File: config.mk
export PLATFORM = sky130hd
export DESIGN_NAME = button_tap_hold_classifier_unit
export DESIGN_NICKNAME = d
export VERILOG_FILES = /design/src/sv/btc_pkg.sv /design/src/sv/button_tap_hold_classifier_unit.sv
export SDC_FILE = /design/constraint.sdc
export NUM_CORES = 1
export LEC_CHECK = 0
export ABC_AREA = 1
export ABC_CLOCK_PERIOD_IN_PS = 5100
export BUFFER_PORTS_ARGS = -buffer_cell sky130_fd_sc_hd__buf_4
export CORE_UTILIZATION = 65
export DETAILED_ROUTE_END_ITERATION = 10
export PLACE_DENSITY = 0.83
export SLEW_MARGIN = 20
export SYNTH_ARGS = -nofsm -noshare
export SYNTH_HDL_FRONTEND = slang
export SYNTH_SLANG_ARGS = --single-unit
export TNS_END_PERCENT = 100
File: constraint.sdc
create_clock -name clk -period 5.1 [get_ports clk]
set_input_delay 0.51 -clock clk [delete_from_list [all_inputs] [get_ports clk]]
set_output_delay 0.51 -clock clk [all_outputs]
set_load 0.02 [all_outputs]
File: src/sv/btc_pkg.sv
// ----------------------------------------------------------------------------
// btc_pkg
// Shared types and codes for the button tap and hold classifier.
// ----------------------------------------------------------------------------
package btc_pkg;

  localparam int unsigned NumButtons = 4;

  typedef enum logic [1:0] {
    OP_PRESS   = 2'd0,
    OP_RELEASE = 2'd1,
    OP_TICK    = 2'd2,
    OP_RSVD    = 2'd3
  } op_e;

  typedef enum logic [2:0] {
    KIND_PRESSED  = 3'd0,
    KIND_RELEASED = 3'd1,
    KIND_HELD     = 3'd2,
    KIND_SINGLE   = 3'd3,
    KIND_DOUBLE   = 3'd4
  } kind_e;

  typedef enum logic [1:0] {
    REG_DOUBLE_TAP_ENABLE = 2'd0,
    REG_HOLD_ENABLE       = 2'd1,
    REG_WINDOW_TICKS      = 2'd2,
    REG_NONE              = 2'd3
  } reg_e;

  localparam logic [7:0]  OneTap       = 8'h01;
  localparam logic [7:0]  CountMax     = 8'hff;
  localparam logic [15:0] WindowReset  = 16'd250;

  // Results caused by one input item: one slot per button.
  typedef struct packed {
    logic  [NumButtons-1:0] mask;
    kind_e [NumButtons-1:0] kind;
    logic  [NumButtons-1:0][1:0] btn;
  } bundle_t;

endpackage

File: src/sv/button_tap_hold_classifier_unit.sv
// ----------------------------------------------------------------------------
// button_tap_hold_classifier_unit
// Classifies four buttons into pressed, released, held, single and double tap.
// ----------------------------------------------------------------------------
// The block takes one beat per cycle whenever its two-entry result queue has a
// free entry. A press or release gives one result beat; a tick gives one beat
// per expiring button with an event, in button index order; a tick with several
// beats holds the output side while the next input is taken into the second
// queue entry. All per-button state is updated in the cycle the input beat is
// accepted; its results enter the head entry, or the second one while the head
// holds beats. Buttons are indexed right_hand * 2 + upper_button.
module button_tap_hold_classifier_unit (
  input  logic        clk,
  input  logic        rst,
  input  logic        s_tvalid,
  output logic        s_tready,
  input  logic [7:0]  s_tdata,    // [1:0] op, [2] right_hand, [3] upper_button
  output logic        m_tvalid,
  input  logic        m_tready,
  output logic [7:0]  m_tdata,    // [0] event_right_hand, [1] event_upper_button,
                                  // [4:2] event_kind
  output logic        m_tlast,
  input  logic        cfg_valid,
  output logic        cfg_ready,
  input  logic [1:0]  cfg_addr,
  input  logic [15:0] cfg_data
);

  localparam int unsigned NB = btc_pkg::NumButtons;

  logic        double_tap_enable;
  logic        hold_enable;
  logic [15:0] window_ticks;

  logic [15:0] timer_remaining      [NB];
  logic        timer_running        [NB];
  logic [7:0]  press_count          [NB];
  logic        last_was_press       [NB];
  logic        skip_next_release    [NB];

  logic [15:0] timer_remaining_next   [NB];
  logic        timer_running_next     [NB];
  logic [7:0]  press_count_next       [NB];
  logic        last_was_press_next    [NB];
  logic        skip_next_release_next [NB];

  btc_pkg::bundle_t head, head_next, tail, tail_next, bundle_new;

  btc_pkg::op_e     in_op;
  logic [1:0]       in_idx;
  logic             in_acc;
  logic             active;
  logic [15:0]      window_eff;
  logic [1:0]       out_sel;
  logic [NB-1:0]    head_left;

  assign in_op      = btc_pkg::op_e'(s_tdata[1:0]);
  assign in_idx     = {s_tdata[2], s_tdata[3]};
  assign s_tready   = ~(|tail.mask);
  assign in_acc     = s_tvalid & s_tready;
  assign active     = double_tap_enable | hold_enable;
  assign window_eff = (window_ticks == 16'd0) ? 16'd1 : window_ticks;
  assign cfg_ready  = 1'b1;

  always_ff @(posedge clk) begin
    if (rst) begin
      double_tap_enable <= 1'b1;
      hold_enable       <= 1'b1;
      window_ticks      <= btc_pkg::WindowReset;
    end else if (cfg_valid) begin
      unique case (btc_pkg::reg_e'(cfg_addr))
        btc_pkg::REG_DOUBLE_TAP_ENABLE: double_tap_enable <= cfg_data[0];
        btc_pkg::REG_HOLD_ENABLE:       hold_enable       <= cfg_data[0];
        btc_pkg::REG_WINDOW_TICKS:      window_ticks      <= cfg_data;
        default: ;
      endcase
    end
  end

  always_comb begin
    bundle_new = '0;
    for (int i = 0; i < NB; i++) begin
      timer_remaining_next[i]   = timer_remaining[i];
      timer_running_next[i]     = timer_running[i];
      press_count_next[i]       = press_count[i];
      last_was_press_next[i]    = last_was_press[i];
      skip_next_release_next[i] = skip_next_release[i];
    end
    unique case (in_op)
      btc_pkg::OP_PRESS: begin
        bundle_new.mask[0] = 1'b1;
        bundle_new.kind[0] = btc_pkg::KIND_PRESSED;
        bundle_new.btn[0]  = in_idx;
        if (active) begin
          last_was_press_next[in_idx] = 1'b1;
          if (!timer_running[in_idx]) begin
            timer_remaining_next[in_idx] = window_eff;
            timer_running_next[in_idx]   = 1'b1;
          end
        end
      end
      btc_pkg::OP_RELEASE: begin
        bundle_new.mask[0] = 1'b1;
        bundle_new.kind[0] = btc_pkg::KIND_RELEASED;
        bundle_new.btn[0]  = in_idx;
        if (active) begin
          last_was_press_next[in_idx] = 1'b0;
          if (skip_next_release[in_idx]) begin
            skip_next_release_next[in_idx] = 1'b0;
          end else if (press_count[in_idx] != btc_pkg::CountMax) begin
            press_count_next[in_idx] = press_count[in_idx] + 8'd1;
          end
        end
      end
      btc_pkg::OP_TICK: begin
        for (int i = 0; i < NB; i++) begin
          bundle_new.btn[i]  = 2'(i);
          bundle_new.kind[i] = btc_pkg::KIND_HELD;
          if (timer_running[i]) begin
            if (timer_remaining[i] > 16'd1) begin
              timer_remaining_next[i] = timer_remaining[i] - 16'd1;
            end else begin
              timer_remaining_next[i] = 16'd0;
              timer_running_next[i]   = 1'b0;
              press_count_next[i]     = 8'd0;
              if (last_was_press[i]) skip_next_release_next[i] = 1'b1;
              if (hold_enable && press_count[i] == 8'd0) begin
                bundle_new.mask[i] = 1'b1;
              end
              if (double_tap_enable) begin
                if (press_count[i] == btc_pkg::OneTap) begin
                  bundle_new.mask[i] = 1'b1;
                  bundle_new.kind[i] = btc_pkg::KIND_SINGLE;
                end else if (press_count[i] > btc_pkg::OneTap) begin
                  bundle_new.mask[i] = 1'b1;
                  bundle_new.kind[i] = btc_pkg::KIND_DOUBLE;
                end
              end
            end
          end
        end
      end
      default: ;
    endcase
  end

  always_ff @(posedge clk) begin
    if (rst) begin
      for (int i = 0; i < NB; i++) begin
        timer_remaining[i]   <= 16'd0;
        timer_running[i]     <= 1'b0;
        press_count[i]       <= 8'd0;
        last_was_press[i]    <= 1'b0;
        skip_next_release[i] <= 1'b0;
      end
    end else if (in_acc) begin
      for (int i = 0; i < NB; i++) begin
        timer_remaining[i]   <= timer_remaining_next[i];
        timer_running[i]     <= timer_running_next[i];
        press_count[i]       <= press_count_next[i];
        last_was_press[i]    <= last_was_press_next[i];
        skip_next_release[i] <= skip_next_release_next[i];
      end
    end
  end

  always_comb begin
    priority if (head.mask[0]) out_sel = 2'd0;
    else if (head.mask[1])     out_sel = 2'd1;
    else if (head.mask[2])     out_sel = 2'd2;
    else                       out_sel = 2'd3;
  end

  always_comb begin
    head_left = head.mask;
    if (m_tready) head_left[out_sel] = 1'b0;
  end

  assign m_tvalid = |head.mask;
  assign m_tdata  = {3'b000, head.kind[out_sel], head.btn[out_sel][0], head.btn[out_sel][1]};
  assign m_tlast  = (head.mask & (head.mask - 4'd1)) == 4'd0;

  always_comb begin
    head_next      = head;
    head_next.mask = head_left;
    tail_next      = tail;
    if (head_left == '0) begin
      if (|tail.mask) begin
        head_next = tail;
        tail_next.mask = '0;
      end else if (in_acc) begin
        head_next = bundle_new;
      end
    end else if (in_acc) begin
      tail_next = bundle_new;
    end
  end

  always_ff @(posedge clk) begin
    if (rst) begin
      head.mask <= '0;
      tail.mask <= '0;
    end else begin
      head <= head_next;
      tail <= tail_next;
    end
  end

endmodule

# --- Word level (Yosys, flattened, before mapping) ---
# Memories as Yosys holds them, arrays and structs flattened.
# Index checks and enable logic that the tools add are counted.
totals:
  mem_count: 5
  ramBits: 108
  in_bits: 31
  output_inout_bits: 12
  word_cells: 266
  register_bits: 66
memory_table:
  columns: ["memory", "depth", "word_bits", "read_ports", "rd_clocked_by_memory_dff", "wr", "line_no", "rtl"]
  rows:
  - ["timer_remaining", 4, 16, 4, 0, 4, "button_tap_hold_classifier_unit.sv:35", "logic [15:0] timer_remaining [NB];"]
  - ["press_count", 4, 8, 5, 0, 4, "button_tap_hold_classifier_unit.sv:37", "logic [7:0] press_count [NB];"]
  - ["last_was_press", 4, 1, 4, 0, 4, "button_tap_hold_classifier_unit.sv:38", "logic last_was_press [NB];"]
  - ["skip_next_release", 4, 1, 5, 0, 4, "button_tap_hold_classifier_unit.sv:39", "logic skip_next_release [NB];"]
  - ["timer_running", 4, 1, 5, 0, 4, "button_tap_hold_classifier_unit.sv:36", "logic timer_running [NB];"]
op_classes:
  add_sub_neg: 6
  order_cmp: 12
  eq_ne: 10
  mux: 152
  bitwise_logic: 34
  reduce_logical: 26
ops:
  columns: ["operator", "count"]
  rows:
  - ["16-bit two-way mux", 14]
  - ["64-bit two-way mux", 2]
  - ["64-bit case mux with 2 select lines", 1]
  - ["8-bit two-way mux", 13]
  - ["24-bit two-way mux", 4]
  - ["32-bit two-way mux", 3]
  - ["3-bit two-way mux", 22]
  - ["64-bit bitwise mux", 1]
  - ["16-bit by 1-bit greater-than comparator with 1-bit output, second input constant", 4]
  - ["1-bit two-way mux", 64]
  - ["32-bit case mux with 2 select lines", 1]
  - ["16-bit by 1-bit subtractor with 16-bit output, second input constant", 4]
  - ["4-bit two-way mux", 9]
  - ["32-bit bitwise mux", 1]
  - ["16-bit demux with 2-bit select", 1]
  - ["8-bit by 1-bit equality test with 1-bit output, second input constant", 4]
  - ["8-bit by 1-bit greater-than comparator with 1-bit output, second input constant", 4]
  - ["8-bit logical NOT", 4]
  - ["4-bit case mux with 2 select lines", 3]
  - ["1-bit OR", 21]
  - ["4-bit bitwise AND", 4]
  - ["8-bit demux with 2-bit select", 1]
  - ["16-bit logical NOT", 1]
  - ["9-bit two-way mux", 1]
  - ["other kinds (30)", 53]

# --- Logic depth before layout (Yosys ltp) ---
depth:
  word_depth: 13
  depth_mapped: 12
  mapped_depth_nobuf: 12

# --- Worst setup path after synthesis ---
# OpenSTA, ideal clock, no wires.
synth_timing:
  path_type: "input to register"
  from: "input port s_tdata[2]"
  to: "memory timer_remaining[0][0], enable pin"
  t_required_ns: 4.706
  cell_stages: 9
  path_buffers: 1
  arrival_ns: 2.369
  setup_ns: 0.394
  slack_ns: 2.337
  path_cell_list: "inv_1 > nor2_2 > inv_1 > buf_2 > o221ai_1 > a21boi_0 > nor2_1 > inv_1 > a21oi_1"
synth_lines:
  columns: ["element", "line_no", "rtl"]
  rows:
  - ["start: declaration", "button_tap_hold_classifier_unit.sv:17", "input logic [7:0] s_tdata,"]
  - ["end: declaration", "button_tap_hold_classifier_unit.sv:35", null]

==> impl_metrics.env <==
export IMPL_gp_congestion=0.905
export IMPL_dieArea_um2=15800
export IMPL_slew_headroom_pct=37.6
export IMPL_power_density_nw_per_um2=329
export IMPL_dieHeight_um=126
export IMPL_leakage_nw=4.43
export IMPL_area_growth_pct=9.61
export IMPL_root_buffer="clkbuf_16"
export IMPL_muxShareOfSynthArea_pct=0
export IMPL_wl_per_cell_um=16.9
export IMPL_drtIter0Drc=1013
export IMPL_grt_start_max_net_pins=49
export IMPL_clkLatencyLatePin_ns=0.43
export IMPL_ys_types=54
export IMPL_cts_max_level=4
export IMPL_cp_end_kind="register"
export IMPL_hold_class="primary input to register"
export IMPL_ctsResizeCount=0
export IMPL_status="complete, no violations"
export IMPL_die_w_um=126
export IMPL_period_needed_ns=3.23
export IMPL_p_seq_share_pct=47.2
export IMPL_synth_top_family_by_area="simple AND/OR/NAND/NOR gates"
export IMPL_tightest_slew_ns=0.936
export IMPL_min_from="cfg_data[3]"
export IMPL_dp_cells=1426
export IMPL_drc=0
export IMPL_multi_input_area_um2=4480
export IMPL_netlist_instances=1248
export IMPL_drv_slew=0
export IMPL_fmaxAchievable_mhz=309
export IMPL_io_pins=43
export IMPL_io_buffer_count=34
export IMPL_fin_crit_sh_pct=63.4
export IMPL_p_comb_share_pct=15.9
export IMPL_nets=1305
export IMPL_final_core_util_pct=74.0
export IMPL_synth_edf_count=138
export IMPL_holdWs_ns=0.285
export IMPL_cp_num_buf_inv=2
export IMPL_finalHoldViolations=0
export IMPL_cp_common_cell="nand2_1"
export IMPL_drive_gt1_share_pct=7.46
export IMPL_final_cells=1457
export IMPL_vdd_drop_max_mv=0.235
export IMPL_finalSetupTns_ns=0
export IMPL_vias=8805
export IMPL_r2r_end="press_count[2][3]"
export IMPL_ff2ff_setup_slack_ns=1.87
export IMPL_worstSetupStartpointType="register"
export IMPL_post_cts_setup_buffers=0
export IMPL_grt_first_pass_wirelength_um=40000
export IMPL_diodes=0
export IMPL_cp_cell_sequence="inv_1, ha_1, nand2_1, nor2_2, o21ai_0, nand2_1, inv_1, nor2_1, nand2_1, a21oi_1"
export IMPL_fp_row_count=44
export IMPL_synth_compound_area_share_pct=17.1
export IMPL_critPathTopFamily="simple AND/OR/NAND/NOR gates"
export IMPL_coreArea_um2=14800
export IMPL_cts_sinks=164
export IMPL_cts_tree="built"
export IMPL_power_total_mw=3.59
export IMPL_dp_hpwl_um=17000
export IMPL_initial_core_util_pct=67.5
export IMPL_synth_area_per_cell_um2=7.98
export IMPL_rsz0062_at_grt="no"
export IMPL_fin_area_um2=10900
export IMPL_async_reset_ff_share_pct=0
export IMPL_p_int_mw=2.59
export IMPL_ant_nets=0
export IMPL_hold_end="window_ticks[3]"
export IMPL_arrival_ns=3.29
export IMPL_yosys_area_share_simple_pct=21.5
export IMPL_whs_path_depth=3
export IMPL_synth_xor_area_share_pct=4.38
export IMPL_crit_slowest_cell="a21oi_1"
export IMPL_fin_skew_ns=0.00801
export IMPL_synth_fa_ha_area_share_pct=1.63
export IMPL_maxCapViolations=0
export IMPL_fill_cells=1119
export IMPL_swShare_pct=27.8
export IMPL_antenna_found_initial=0
export IMPL_synth_seq_cells=164
export IMPL_crit_fanout=13
export IMPL_holdBufCountCts=0
export IMPL_final_seq_area_um2=4660
export IMPL_track_usage_pct=32.3
export IMPL_syn_area_um2=9960
export IMPL_finalSetupViolCount=0
export IMPL_synth_warnings=0
export IMPL_clk_pin_slew_worst_paths_ns=0.06
export IMPL_worst_path_largest_cell_delay_ns=0.72
export IMPL_setup_slack_ns=1.87
export IMPL_cts_buffers=17
export IMPL_gr_total_overflow=0
export IMPL_reg2regPathDepth=10
export IMPL_required_ns=5.16
export IMPL_p_switching_mw=0.997
export IMPL_synthFlopType="edfxtp_1"
export IMPL_dp_worst_setup_slack_ns=1.54
export IMPL_ctsLongestPathBuffers=2
export IMPL_dr_pass1_iters=7
export IMPL_p_clk_share_pct=36.9
export IMPL_vias_per_cell=6.04
export IMPL_r2r_start="timer_remaining[2][0]"
export IMPL_wirelength_um=24600
export IMPL_grt_pass1_vias=7998
export IMPL_placed_cell_area_um2=10300
export IMPL_path_class="register to register"
export IMPL_ys_seq_area_share_pct=46.8
-- how the worst max path moves through the flow --
stage,end,cells after the start,startpoint,slack (ns)
floorplan,timer_remaining[0][0],9,s_tdata[2],2.34
global placement,press_count[2][7],10,s_tdata[0],1.67
detailed placement,press_count[2][4],10,s_tdata[0],1.54
CTS,press_count[2][3],10,timer_remaining[2][0],1.84
global route,press_count[2][3],10,timer_remaining[2][0],1.53
finish,press_count[2][3],10,timer_remaining[2][0],1.87
-- registers in the layout, indices dropped and copies added (netlist names) --
signal	cells
timer_remaining	64
skip_next_release	4
window_ticks	16
tail	19
double_tap_enable	1
press_count	32
last_was_press	4
hold_enable	1
head	19
timer_running	4
-- cell usage after synthesis, types with 14 or more instances --
cell | number | share of area [%]
clkbuf_1 | 34 | 1.3
nand2_1 | 210 | 7.9
nor2_1 | 177 | 6.7
dfxtp_1 | 26 | 5.2
o22ai_1 | 37 | 2.3
edfxtp_1 | 138 | 42
a21oi_1 | 88 | 4.4
inv_1 | 155 | 5.8
o21ai_0 | 131 | 6.6
nand4_1 | 14 | 0.88
nand3_1 | 53 | 2.7
xor2_1 | 39 | 3.4
nor3_1 | 20 | 1.0
-- power groups by stage --
| stage | clock [mW] | sequential [mW] | combinational (mW) |
|---|---|---|---|
| 6_report | 1.32 | 1.69 | 0.571 |
| 5_1_grt | 1.38 | 1.71 | 0.640 |
| 4_1_cts | 1.33 | 1.69 | 0.563 |
| 3_5_place_dp | 0 | 1.72 | 0.555 |
| 3_3_place_gp | 0 | 1.71 | 0.541 |
| 2_1_floorplan | 0 | 1.68 | 0.425 |
-- routing by layer --
layer  track usage (%)  routed length, um
met1              43.3              10200
met2              51.6              11400
met3              7.35               2280
met4              11.9                646
met5                 0                  0
-- final cells by class --
| class | instances | share of cell area [%] |
|---|---|---|
| Timing Repair Buffer | 46 | 3.16 |
| Clock inverter | 11 | 1.47 |
| Clock buffer | 20 | 4.00 |
| Tap cell | 184 | 2.11 |
| Inverter | 160 | 5.50 |
| Multi-Input combinational cell | 872 | 41.0 |
| Sequential cell | 164 | 42.7 |
-- placed cells by master, fill, tap and decap left out, types with 17 or more instances in the layout --
cell       netlist  final
nand2_1        210    210
nor2_1         177    176
inv_1          155    155
edfxtp_1       138    138
o21ai_0        131    131
a21oi_1         88     88
nand3_1         53     53
buf_4            5     46
xor2_1          39     39
o22ai_1         37     37
dfxtp_1         26     26
nor3_1          20     20
clkbuf_16        0     17
-- worst min-delay path: stages --
cell and delay, ns:
buf_4 0.08, nand2_1 0.04, nand3_1 0.05
-- cells by family (layout without fill, tap and decap cells) --
logic type / after synthesis / in the layout
compound gates: 303 / 303
xor+xnor: 49 / 49
fa+ha+maj: 13 / 13
buf+inv: 214 / 237
flops: 164 / 164
other cells: 2 / 4
simple gates: 503 / 503
(Power assumes the default switching activity.)
